## config.mk

```make
export PLATFORM = sky130hd
export DESIGN_NAME = rc6_frame_pulse_encoder
export DESIGN_NICKNAME = d
export VERILOG_FILES = /design/src/rc6fe_pkg.sv /design/src/rc6fe_seq.sv /design/src/rc6fe_datapath.sv /design/src/rc6_frame_pulse_encoder.sv
export SDC_FILE = /design/constraint.sdc
export NUM_CORES = 1
export LEC_CHECK = 0
export ABC_AREA = 1
export BUFFER_PORTS_ARGS = -buffer_cell sky130_fd_sc_hd__buf_2
export CORE_MARGIN = 8
export CORE_UTILIZATION = 54
export CTS_CLUSTER_DIAMETER = 40
export DETAILED_ROUTE_END_ITERATION = 7
export PLACE_DENSITY_LB_ADDON = 0.2
export SLEW_MARGIN = 20
export SYNTH_ARGS = -nofsm -noshare
export SYNTH_HDL_FRONTEND = slang
export SYNTH_SLANG_ARGS = --single-unit
```

## constraint.sdc

```tcl
create_clock -name clk -period 3.32 [get_ports clk]
set_input_delay 0.664 -clock clk [delete_from_list [all_inputs] [get_ports clk]]
set_output_delay 0.664 -clock clk [all_outputs]
set_load 0.005 [all_outputs]
```

## src/rc6fe_pkg.sv

```systemverilog
// ----------------------------------------------------------------------------
// rc6fe_pkg
// Shared types, register codes and the control program of the RC6 encoder.
// ----------------------------------------------------------------------------
package rc6fe_pkg;

	localparam int STEP_W = 4;
	localparam int POS_W  = 5;
	localparam int CODE_W = 27;
	localparam int DUR_W  = 16;
	localparam int HALF_W = 14;
	localparam int IDX_W  = 3;

	localparam logic [STEP_W-1:0] STEP_LAST = 4'd11;
	localparam logic [POS_W-1:0]  POS_MODE_MSB = 5'd26;
	localparam logic [POS_W-1:0]  POS_MODE_LSB = 5'd24;
	localparam logic [POS_W-1:0]  POS_DATA_MSB = 5'd15;
	localparam logic [POS_W-1:0]  POS_DATA_LSB = 5'd0;

	localparam logic [HALF_W-1:0] RST_UNIT   = 14'd444;
	localparam logic [HALF_W-1:0] RST_TRAIL  = 14'd889;
	localparam logic [DUR_W-1:0]  RST_LMARK  = 16'd2666;
	localparam logic [DUR_W-1:0]  RST_LSPACE = 16'd889;
	localparam logic [DUR_W-1:0]  RST_GAP    = 16'd45000;

	typedef enum logic [IDX_W-1:0] {
		CFG_UNIT   = 3'd0,
		CFG_TRAIL  = 3'd1,
		CFG_LMARK  = 3'd2,
		CFG_LSPACE = 3'd3,
		CFG_GAP    = 3'd4
	} cfg_idx_t;

	typedef enum logic {
		OP_PUSH  = 1'b0,
		OP_FLUSH = 1'b1
	} op_t;

	typedef enum logic [2:0] {
		LV_ZERO = 3'd0,
		LV_ONE  = 3'd1,
		LV_BIT  = 3'd2,
		LV_NBIT = 3'd3,
		LV_TOG  = 3'd4,
		LV_NTOG = 3'd5
	} lvl_src_t;

	typedef enum logic [2:0] {
		DS_UNIT   = 3'd0,
		DS_TRAIL  = 3'd1,
		DS_LMARK  = 3'd2,
		DS_LSPACE = 3'd3,
		DS_GAP    = 3'd4
	} dur_src_t;

	typedef enum logic [1:0] {
		CNT_HOLD = 2'd0,
		CNT_LOAD = 2'd1,
		CNT_DEC  = 2'd2
	} cnt_op_t;

	typedef struct packed {
		op_t               op;
		lvl_src_t          lvl;
		dur_src_t          dur;
		logic              merge;
		logic              last;
		cnt_op_t           cnt;
		logic [POS_W-1:0]  cnt_val;
		logic              jmp;
		logic [POS_W-1:0]  jmp_stop;
		logic [STEP_W-1:0] target;
		logic              fin;
	} ctrl_t;

	typedef struct packed {
		logic [HALF_W-1:0] unit_half;
		logic [HALF_W-1:0] trail_half;
		logic [DUR_W-1:0]  lmark;
		logic [DUR_W-1:0]  lspace;
		logic [DUR_W-1:0]  gap;
	} cfg_t;

	// one span request from the sequencer to the datapath
	typedef struct packed {
		logic             active;
		op_t              op;
		logic             lvl;
		logic [DUR_W-1:0] dur;
		logic             merge;
		logic             last;
	} req_t;

	typedef struct packed {
		logic              busy;
		logic [STEP_W-1:0] step;
		logic [POS_W-1:0]  pos;
	} seq_stat_t;

	function automatic ctrl_t mk(input op_t op, input lvl_src_t lvl, input dur_src_t dur,
		input logic merge, input logic last, input cnt_op_t cnt,
		input logic [POS_W-1:0] cnt_val, input logic jmp,
		input logic [POS_W-1:0] jmp_stop, input logic [STEP_W-1:0] target,
		input logic fin);
		ctrl_t c;
		c.op       = op;
		c.lvl      = lvl;
		c.dur      = dur;
		c.merge    = merge;
		c.last     = last;
		c.cnt      = cnt;
		c.cnt_val  = cnt_val;
		c.jmp      = jmp;
		c.jmp_stop = jmp_stop;
		c.target   = target;
		c.fin      = fin;
		return c;
	endfunction

	// control program: one span push (or flush) per step
	function automatic ctrl_t ucode(input logic [STEP_W-1:0] step);
		ctrl_t c;
		unique case (step)
			4'd0:  c = mk(OP_PUSH, LV_ONE, DS_LMARK, 1'b0, 1'b0, CNT_LOAD, POS_MODE_MSB,
				1'b0, '0, '0, 1'b0);
			4'd1:  c = mk(OP_PUSH, LV_ZERO, DS_LSPACE, 1'b0, 1'b0, CNT_HOLD, '0,
				1'b0, '0, '0, 1'b0);
			4'd2:  c = mk(OP_PUSH, LV_ONE, DS_UNIT, 1'b1, 1'b0, CNT_HOLD, '0,
				1'b0, '0, '0, 1'b0);
			4'd3:  c = mk(OP_PUSH, LV_ZERO, DS_UNIT, 1'b1, 1'b0, CNT_HOLD, '0,
				1'b0, '0, '0, 1'b0);
			4'd4:  c = mk(OP_PUSH, LV_BIT, DS_UNIT, 1'b1, 1'b0, CNT_HOLD, '0,
				1'b0, '0, '0, 1'b0);
			4'd5:  c = mk(OP_PUSH, LV_NBIT, DS_UNIT, 1'b1, 1'b0, CNT_DEC, '0,
				1'b1, POS_MODE_LSB, 4'd4, 1'b0);
			4'd6:  c = mk(OP_PUSH, LV_TOG, DS_TRAIL, 1'b1, 1'b0, CNT_LOAD, POS_DATA_MSB,
				1'b0, '0, '0, 1'b0);
			4'd7:  c = mk(OP_PUSH, LV_NTOG, DS_TRAIL, 1'b1, 1'b0, CNT_HOLD, '0,
				1'b0, '0, '0, 1'b0);
			4'd8:  c = mk(OP_PUSH, LV_BIT, DS_UNIT, 1'b1, 1'b0, CNT_HOLD, '0,
				1'b0, '0, '0, 1'b0);
			4'd9:  c = mk(OP_PUSH, LV_NBIT, DS_UNIT, 1'b1, 1'b0, CNT_DEC, '0,
				1'b1, POS_DATA_LSB, 4'd8, 1'b0);
			4'd10: c = mk(OP_PUSH, LV_ZERO, DS_GAP, 1'b0, 1'b0, CNT_HOLD, '0,
				1'b0, '0, '0, 1'b0);
			default: c = mk(OP_FLUSH, LV_ZERO, DS_GAP, 1'b0, 1'b1, CNT_HOLD, '0,
				1'b0, '0, '0, 1'b1);
		endcase
		return c;
	endfunction

endpackage

```

## src/rc6fe_seq.sv

```systemverilog
// ----------------------------------------------------------------------------
// rc6fe_seq
// Step counter, program lookup and bit counter; builds span requests.
// ----------------------------------------------------------------------------
module rc6fe_seq import rc6fe_pkg::*; (
	input  logic              clk,
	input  logic              arst_n,
	input  logic              start,
	input  logic [31:0]       code_word,
	input  cfg_t              cfg,
	input  logic              go,
	output req_t              req,
	output seq_stat_t         stat
);

	logic              busy_q;
	logic [STEP_W-1:0] step_q;
	logic [POS_W-1:0]  pos_q;
	logic [CODE_W-1:0] code_q;
	ctrl_t             cw;
	logic              bit_v;
	logic              tog;
	logic              take_jmp;

	assign cw       = ucode(step_q);
	assign bit_v    = code_q[pos_q];
	assign tog      = |code_q[23:16];
	assign take_jmp = cw.jmp && (pos_q != cw.jmp_stop);

	always_comb begin
		req.active = busy_q;
		req.op     = cw.op;
		req.merge  = cw.merge;
		req.last   = cw.last;
		unique case (cw.lvl)
			LV_ZERO: req.lvl = 1'b0;
			LV_ONE:  req.lvl = 1'b1;
			LV_BIT:  req.lvl = bit_v;
			LV_NBIT: req.lvl = ~bit_v;
			LV_TOG:  req.lvl = tog;
			LV_NTOG: req.lvl = ~tog;
			default: req.lvl = 1'b0;
		endcase
		unique case (cw.dur)
			DS_UNIT:   req.dur = {2'b00, cfg.unit_half};
			DS_TRAIL:  req.dur = {2'b00, cfg.trail_half};
			DS_LMARK:  req.dur = cfg.lmark;
			DS_LSPACE: req.dur = cfg.lspace;
			DS_GAP:    req.dur = cfg.gap;
			default:   req.dur = cfg.gap;
		endcase
	end

	always_ff @(posedge clk or negedge arst_n) begin
		if (!arst_n) begin
			busy_q <= 1'b0;
			step_q <= '0;
			pos_q  <= '0;
			code_q <= '0;
		end else if (start) begin
			busy_q <= 1'b1;
			step_q <= '0;
			code_q <= code_word[CODE_W-1:0];
		end else if (busy_q && go) begin
			// the counter stops on the last bit of a loop instead of wrapping
			unique case (cw.cnt)
				CNT_LOAD: pos_q <= cw.cnt_val;
				CNT_DEC:  pos_q <= (pos_q == cw.jmp_stop) ? pos_q : pos_q - 1'b1;
				default:  pos_q <= pos_q;
			endcase
			if (cw.fin) begin
				busy_q <= 1'b0;
				step_q <= '0;
				pos_q  <= '0;
			end else if (take_jmp) begin
				step_q <= cw.target;
			end else begin
				step_q <= step_q + 1'b1;
			end
		end
	end

	assign stat.busy = busy_q;
	assign stat.step = step_q;
	assign stat.pos  = pos_q;

endmodule

```

## src/rc6fe_datapath.sv

```systemverilog
// ----------------------------------------------------------------------------
// rc6fe_datapath
// Merge accumulator for adjacent equal halves and the output register.
// ----------------------------------------------------------------------------
module rc6fe_datapath import rc6fe_pkg::*; (
	input  logic             clk,
	input  logic             arst_n,
	input  req_t             req,
	output logic             go,
	output logic             acc_valid,
	output logic             out_valid,
	input  logic             out_ready,
	output logic             level,
	output logic [DUR_W-1:0] duration_us,
	output logic             last
);

	logic             acc_valid_q;
	logic             acc_lvl_q;
	logic [DUR_W-1:0] acc_dur_q;
	logic             out_valid_q;
	logic             out_lvl_q;
	logic [DUR_W-1:0] out_dur_q;
	logic             out_last_q;
	logic             merge_hit;
	logic             need_emit;
	logic             slot_free;

	assign merge_hit = (req.op == OP_PUSH) && req.merge && acc_valid_q
		&& (acc_lvl_q == req.lvl);
	assign need_emit = acc_valid_q && !merge_hit;
	assign slot_free = !out_valid_q || out_ready;
	assign go        = req.active && (!need_emit || slot_free);

	always_ff @(posedge clk or negedge arst_n) begin
		if (!arst_n) begin
			acc_valid_q <= 1'b0;
			out_valid_q <= 1'b0;
		end else begin
			if (go && need_emit) begin
				out_valid_q <= 1'b1;
			end else if (out_ready) begin
				out_valid_q <= 1'b0;
			end
			if (go) begin
				acc_valid_q <= (req.op == OP_PUSH);
			end
		end
	end

	// payload, no reset
	always_ff @(posedge clk) begin
		if (go && need_emit) begin
			out_lvl_q  <= acc_lvl_q;
			out_dur_q  <= acc_dur_q;
			out_last_q <= req.last;
		end
		if (go && (req.op == OP_PUSH)) begin
			acc_lvl_q <= req.lvl;
			acc_dur_q <= merge_hit ? (acc_dur_q + req.dur) : req.dur;
		end
	end

	assign acc_valid   = acc_valid_q;
	assign out_valid   = out_valid_q;
	assign level       = out_lvl_q;
	assign duration_us = out_dur_q;
	assign last        = out_last_q;

endmodule

```

## src/rc6_frame_pulse_encoder.sv

```systemverilog
// ----------------------------------------------------------------------------
// rc6_frame_pulse_encoder
// RC6 mode-0 frame encoder: one code word in, mark/space durations out.
// ----------------------------------------------------------------------------
// The first duration, the leader mark, is emitted when step 1 pushes the space.
// A new code word is accepted only while the sequencer is idle; each step of
// the control program pushes one span, and the last step flushes it out.
// Output backpressure stalls the step counter when a span must leave and the output register is still full.
// Reset: config registers return to their RST_ defaults, sequencer idle; the output payload is not reset.
module rc6_frame_pulse_encoder import rc6fe_pkg::*; (
	input  logic             clk,
	input  logic             arst_n,
	input  logic             cfg_we,
	input  logic [IDX_W-1:0] cfg_index,
	input  logic [DUR_W-1:0] cfg_data,
	input  logic [31:0]      code_word,
	input  logic             in_valid,
	output logic             in_ready,
	output logic             level,
	output logic [DUR_W-1:0] duration_us,
	output logic             last,
	output logic             out_valid,
	input  logic             out_ready
);

	cfg_t      cfg_q;
	req_t      req;
	seq_stat_t stat;
	logic      go;
	logic      acc_valid;
	logic      start;

	always_ff @(posedge clk or negedge arst_n) begin
		if (!arst_n) begin
			cfg_q.unit_half  <= RST_UNIT;
			cfg_q.trail_half <= RST_TRAIL;
			cfg_q.lmark      <= RST_LMARK;
			cfg_q.lspace     <= RST_LSPACE;
			cfg_q.gap        <= RST_GAP;
		end else if (cfg_we) begin
			unique case (cfg_index)
				CFG_UNIT:   cfg_q.unit_half  <= cfg_data[HALF_W-1:0];
				CFG_TRAIL:  cfg_q.trail_half <= cfg_data[HALF_W-1:0];
				CFG_LMARK:  cfg_q.lmark      <= cfg_data;
				CFG_LSPACE: cfg_q.lspace     <= cfg_data;
				CFG_GAP:    cfg_q.gap        <= cfg_data;
				default:    cfg_q <= cfg_q;
			endcase
		end
	end

	assign in_ready = !stat.busy;
	assign start    = in_valid && in_ready;

	rc6fe_seq u_seq (
		.clk       (clk),
		.arst_n    (arst_n),
		.start     (start),
		.code_word (code_word),
		.cfg       (cfg_q),
		.go        (go),
		.req       (req),
		.stat      (stat)
	);

	rc6fe_datapath u_dp (
		.clk         (clk),
		.arst_n      (arst_n),
		.req         (req),
		.go          (go),
		.acc_valid   (acc_valid),
		.out_valid   (out_valid),
		.out_ready   (out_ready),
		.level       (level),
		.duration_us (duration_us),
		.last        (last)
	);

	// idle sequencer never leaves a half-built span behind
	a_idle_acc_empty: assert property (@(posedge clk) disable iff (!arst_n)
		in_ready |-> !acc_valid)
		else $error("accumulator holds a span while idle");

	a_step_range: assert property (@(posedge clk) disable iff (!arst_n)
		stat.busy |-> (stat.step <= STEP_LAST))
		else $error("step counter ran past the program");

	a_pos_range: assert property (@(posedge clk) disable iff (!arst_n)
		stat.busy |-> (stat.pos <= POS_MODE_MSB))
		else $error("bit counter out of range");

	a_start_step: assert property (@(posedge clk) disable iff (!arst_n)
		start |=> (stat.busy && (stat.step == '0)))
		else $error("transfer did not start the program");

endmodule
```

==> metrics.yaml, run 1 <==
run_status:
  status: "complete, no violations"
synth:
  synth_largest_area_cell: "dfrtp_1"
  synth_edf_count: 35
  synth_area_per_cell_um2: 8.85
  async_flop_share: 0.767
  yosysWarnings: 0
  synth_area_leaders: "dfrtp_1 (26%), edfxtp_1 (14%), dfstp_2 (12%)"
  netlist.area_leader.share: 0.264
  yosys_register_bits: 150
  synth_nets: 935
  synthCells: 855
  syn_area_um2: 7570
  synth_cell_types: 43
  synth_ff_type: "dfrtp_1"
  yosysSeqAreaShare: 0.525
global_route:
  grt_usage: 0.194
  grt_first_pass_wirelength_um: 28300
  first_global_vias: 5849
  antenna_found_initial: 0
  globalRoute.totalOverflow: 0
  grt_max_degree: 61
critical_path:
  required_ns: 3.49
  critPathSlowestCell: "dfrtp_2"
  start_kind: "register"
  cp_num_buf_inv: 3
  critPathMostFrequentCell: "o21ai_2"
  worstPathMaxFanout: 7
  critPathTopFamily: "compound AO/OA/AOI/OAI gates"
  path_class: "register to register"
  setup.worst_path.end_class: "register"
  arrival_ns: 3.44
  critical-path-max-stage-delay_ns: 0.45
  worstPathCellList: "buf_4 -> nand2_1 -> a21oi_2 -> or2_4 -> buf_4 -> o21ai_0 -> o22ai_2 -> inv_1 -> ha_1 -> a21oi_1 -> o21ai_2 -> nor2_2 -> o21ai_2 -> a21oi_2 -> o21ai_2 -> xor2_1 -> o21ai_1"
routing:
  drt-total-wl_um: 17200
  drc: 0
  drt_iter0_markers: 420
  ant_nets: 0
  post_drt_wl_per_cell_um: 14.8
  first_pass_iters: 5
  vias: 6182
  vias_per_cell: 5.31
floorplanning:
  die_w_um: 134
  ioPinCount: 76
  num_rows: 43
  fp.dieH_um: 134
  core_um2: 13800
  die-area_um2: 18100
  initial_core_util: 0.550
cts:
  insertion_delay_ns: 0.42
  h-tree-depth: 4
  clkSinkCount: 150
  postCtsHoldBufs: 0
  cts_tree: "built"
  cts.path.max_buffers: 2
  cts_buffers: 17
  cts_root_buf: "clkbuf_16"
  path_clk_slew_ns: 0.06
timing:
  final_hold_viol_count: 0
  setup_viol: 0
  fmax_mhz: 305
  rsz0062_at_grt: "true"
  maxSlewHeadroom: 0.418
  drv_slew: 0
  skew_ns: 0.00673
  min_period_ns: 3.28
  tightestPinTransition_ns: 0.871
  fin_crit_sh: 0.987
pwr:
  max-vdd-ir-drop_mv: 0.540
  leakage_uw: 0.00444
  powerDensity_nw_per_um2: 1160
worst_hold_path:
  hp-class: "input port to asynchronous set/reset pin"
place:
  placed_cells: 1130
  place.gp.congestion: 0.895
  dp_hpwl_um: 11800
  io_buffers: 70
cells_and_area:
  final_cell_count_no_fill: 1165
  drive_gt1_frac: 0.282
  finalNetCount: 1052
  fin_util: 0.672
  fillCellCount: 1153
  area_growth_pct: 22.2
  diodes: 0
run:
  drv_cap: 0
path summary, 6_finish.rpt:
| path | from | to | slack (ns) | depth (start not counted) |
|---|---|---|---|---|
| max | u_seq.step_q[1] | u_dp.acc_dur_q[12] | 0.04 | 17 |
| min | arst_n | u_seq.code_q[12] | 0.30 | 1 |
| max reg2reg | u_seq.step_q[1] | u_dp.acc_dur_q[12] | 0.04 | 17 |
| min reg2reg | u_dp.acc_dur_q[11] | u_dp.duration_us[11] | 0.46 | 0 |
| max in group asynchronous | arst_n | u_seq.step_q[2] | 2.20 | 2 |
| min in group clk | u_dp.acc_dur_q[11] | u_dp.duration_us[11] | 0.46 | 0 |
cell type report:
class | count | area [µm²] | area share
multi-input cells | 574 | 3260 | 0.353
well taps | 180 | 225 | 0.0243
flip-flops and latches | 150 | 3980 | 0.430
clock buffers | 25 | 527 | 0.0569
clock inverters | 7 | 42.5 | 0.00460
repair buffers | 136 | 868 | 0.0939
inverters | 93 | 352 | 0.0380
logic make-up after synthesis:
logic type	synth area share
buffers and inverters	0.0724
AOI/OAI and AO/OA	0.127
adders and majority gates	0.0407
xor gates and xnor gates	0.0174
and+or+nand+nor	0.190
muxes	0.0283
DFF	0.525
stage by stage:
step / power [µW] / setup slack (ns) / hold slack [ns] / setup TNS [ns] / area (µm²)
finish: 10700 / 0.0435 / 0.296 / 0 / 9250
global route: 11500 / -0.153 / 0.337 / -0.675 / 9250
CTS: 10300 / 0.00115 / 0.311 / 0 / 9060
detailed placement: 8310 / -0.134 / 0.449 / -0.296 / 8440
global placement: 8190 / -0.0940 / 0.447 / -0.127 / 8440
floorplan: 6590 / 0.000905 / 0.368 / 0 / 7580
state kept, by name (all words and copies together), names as in the netlist:
signal	flops
cfg_q	76
u_seq.code_q	27
u_dp.acc_dur_q	16
u_dp.duration_us	16
u_seq.pos_q	5
u_seq.step_q	4
u_dp.acc_lvl_q	1
u_dp.acc_valid	1
u_dp.last	1
u_dp.level	1
u_dp.out_valid	1
u_seq.busy_q	1
placed cells by master (no fill, tap or decap), types with 19 or more instances in the layout:
cell      instances
a21oi_1          25
buf_2            69
buf_4            64
dfrtp_1          78
dfstp_2          35
edfxtp_1         35
ha_1             19
inv_1            85
mux2_2           19
nand2_1         197
nand3_1          58
nor2_1           36
o21ai_0         105
cells in the mapped netlist (all sizes together), types with 3 or more instances:
master,instances
a21oi,31
a31oi,3
buf,18
clkbuf,20
dfrtp,80
dfstp,35
edfxtp,35
ha,23
inv,93
mux2,19
nand2,200
nand3,63
nand4,18
nor2,44
nor3,6
o21ai,124
o22ai,12
xnor2,7
xor2,8
metal layers:
| layer | track usage | vias up | routed length (µm) |
|---|---|---|---|
| met5 | 0 | - | 0 |
| met4 | 0.0705 | 0 | 271 |
| met2 | 0.297 | 137 | 7970 |
| li1 | - | 3090 | - |
| met3 | 0.0411 | 20 | 808 |
| met1 | 0.266 | 2935 | 8200 |
what timing repair did:
item,4_1_cts,5_1_grt
setup endpoints to repair,5,9
buffers inserted,1,2
pin swaps,7,11
resized for setup,15,45
where the power goes:
part	internal (µW)	total, µW	leakage, µW	switching (µW)
Clock	1090	1820	0.000276	724
Combinational	2430	5610	0.00247	3180
Sequential	2870	3300	0.00169	430
Total	6390	10700	0.00444	4330
Power figures use the tool's default switching activity.
==> run 2: changes to the inputs <==
- CORE_ASPECT_RATIO: not set -> 1.4
==> metrics.yaml, run 2 (same netlist as run 1, synthesis figures left out) <==
run_status:
  status: "complete, no violations"
timing:
  worst_slack_ns: 0.0433
  final_hold_viol_count: 0
  drv_slew: 0
  maxSlewHeadroom: 0.405
  setup_viol: 0
  fin_crit_sh: 0.987
  skew_ns: 0.00951
  rsz0062_at_grt: "true"
  hold_ws_ns: 0.209
  min_period_ns: 3.28
  tightestPinTransition_ns: 0.890
  fmax_mhz: 305
cts:
  cts_buffers: 17
  cts_tree: "built"
  cts.path.max_buffers: 2
  clkSinkCount: 150
  insertion_delay_ns: 0.42
  path_clk_slew_ns: 0.06
  h-tree-depth: 4
  postCtsHoldBufs: 0
  cts_root_buf: "clkbuf_16"
floorplanning:
  core_um2: 13800
  initial_core_util: 0.549
  num_rows: 51
  die_w_um: 116
  fp.dieH_um: 156
  die-area_um2: 18100
  ioPinCount: 76
cells_and_area:
  stdcell_area_um2: 9420
  layout_common_cells: "nand2_1 (197), o21ai_0 (104), inv_1 (78)"
  area_growth_pct: 24.4
  reg_top3: "cfg_q x76, u_seq.code_q x27"
  final_common_cell: "nand2_1"
  final_cell_count_no_fill: 1183
  largest_reg_flops: 76
  top_register: "cfg_q"
  finalNetCount: 1065
  drive_gt1_frac: 0.303
  diodes: 0
  fin_util: 0.684
pwr:
  powerDensity_nw_per_um2: 1180
  clkPwrFrac: 0.172
  p_int_uw: 6630
  switching_share: 0.405
  leakage_uw: 0.00449
  seqPwrFrac: 0.296
  p_comb_frac: 0.533
  max-vdd-ir-drop_mv: 0.612
  p_sw_uw: 4520
routing:
  first_pass_iters: 7
  ant_nets: 0
  drt_iter0_markers: 326
  vias_per_cell: 5.30
  drt-total-wl_um: 17900
  drc: 0
  vias: 6273
  post_drt_wl_per_cell_um: 15.1
place:
  place_worst_setup_slack_ns: -0.225
  placed_cells: 1135
  place_area_um2: 8450
  dp_hpwl_um: 12100
  place.gp.congestion: 0.875
  io_buffers: 70
critical_path:
  worstPathMaxFanout: 6
  cp-startpoint: "u_seq.step_q[2]"
  setup.worst_path.end_class: "register"
  start_kind: "register"
  r2r_start: "u_seq.step_q[2]"
  arrival_ns: 3.44
  required_ns: 3.49
  path_class: "register to register"
global_route:
  grt_usage: 0.205
  globalRoute.totalOverflow: 0
  antenna_found_initial: 0
  first_global_vias: 6239
  grt_first_pass_wirelength_um: 29400
  grt_max_degree: 52
worst_hold_path:
  hp-class: "input port to asynchronous set/reset pin"
run:
  drv_cap: 0
[run 2: changes by cell type in the layout (fill, tap and decap cells not counted), sizes merged]
cell | previous run | this run
buf | 136 | 149
clkbuf | 25 | 18
inv | 93 | 98
clkinv | 4 | 6
bufinv | 0 | 1
clkinvlp | 3 | 2
[run 2: critical path, stage by stage (launching register included)]
cell and delay [ns]:
dfrtp_2 0.47, nor2_4 0.14, inv_2 0.06, nor2_4 0.13, inv_4 0.06, buf_4 0.14, nand3_1 0.10, o21ai_2 0.06
inv_1 0.05, nand4_1 0.09, o21ai_2 0.10, inv_2 0.06, ha_4 0.16, fa_2 0.37, nand3_2 0.07, and2_4 0.16
nor3_2 0.04, nor2_2 0.16, o21ai_2 0.09, a21oi_1 0.16, o21ai_1 0.09, xor2_1 0.18, o21ai_1 0.08
[run 2: per-layer routing]
metal / vias up / global-route usage / share of wire
met3: 27 / 0.0318 / 0.036
met4: 0 / 0.0756 / 0.019
met5: - / 0 / 0
met1: 2982 / 0.257 / 0.43
li1: 3112 / - / -
met2: 152 / 0.346 / 0.51
[run 2: area by class of cell]
| class | instances | area, µm² |
|---|---|---|
| flip-flops and latches | 150 | 3980 |
| repair buffers | 149 | 970 |
| inverters | 93 | 358 |
| well taps | 185 | 231 |
| clock buffers | 18 | 450 |
| multi-input cells | 574 | 3300 |
| fillers | 1093 | 4360 |
| clock inverters | 14 | 140 |
[run 2: final timing paths]
path / endpoint / slack [ns] / cells after the start
max in group asynchronous: cfg_q[7] / 2.30 / 2
min in group clk: u_dp.duration_us[13] / 0.46 / 0
setup reg to reg: u_dp.acc_dur_q[12] / 0.04 / 22
hold reg to reg: u_dp.duration_us[13] / 0.46 / 0
hold / removal: u_seq.code_q[22] / 0.21 / 1
setup / recovery: u_dp.acc_dur_q[12] / 0.04 / 22
[run 2: timing repair]
item | in CTS | in global routing
setup buffers | 6 | 10
pin swaps | 10 | 19
gates resized for setup | 28 | 41
setup endpoints to repair | 5 | 9
[run 2: power groups by stage]
stage                     registers (µW)  clock network (µW)  logic [µW]
after detailed placement            3280                   0        5050
after CTS                           3280                1940        5430
after global routing                3380                2000        6600
after global placement              3260                   0        4940
final                               3300                1910        5940
after floorplan                     3150                   0        3440
[run 2: stage by stage]
stage / TNS (ns) / power (µW)
floorplan: 0 / 6590
global placement: -0.165 / 8200
detailed placement: -0.339 / 8340
CTS: -0.00121 / 10700
global route: -0.540 / 12000
finish: 0 / 11100
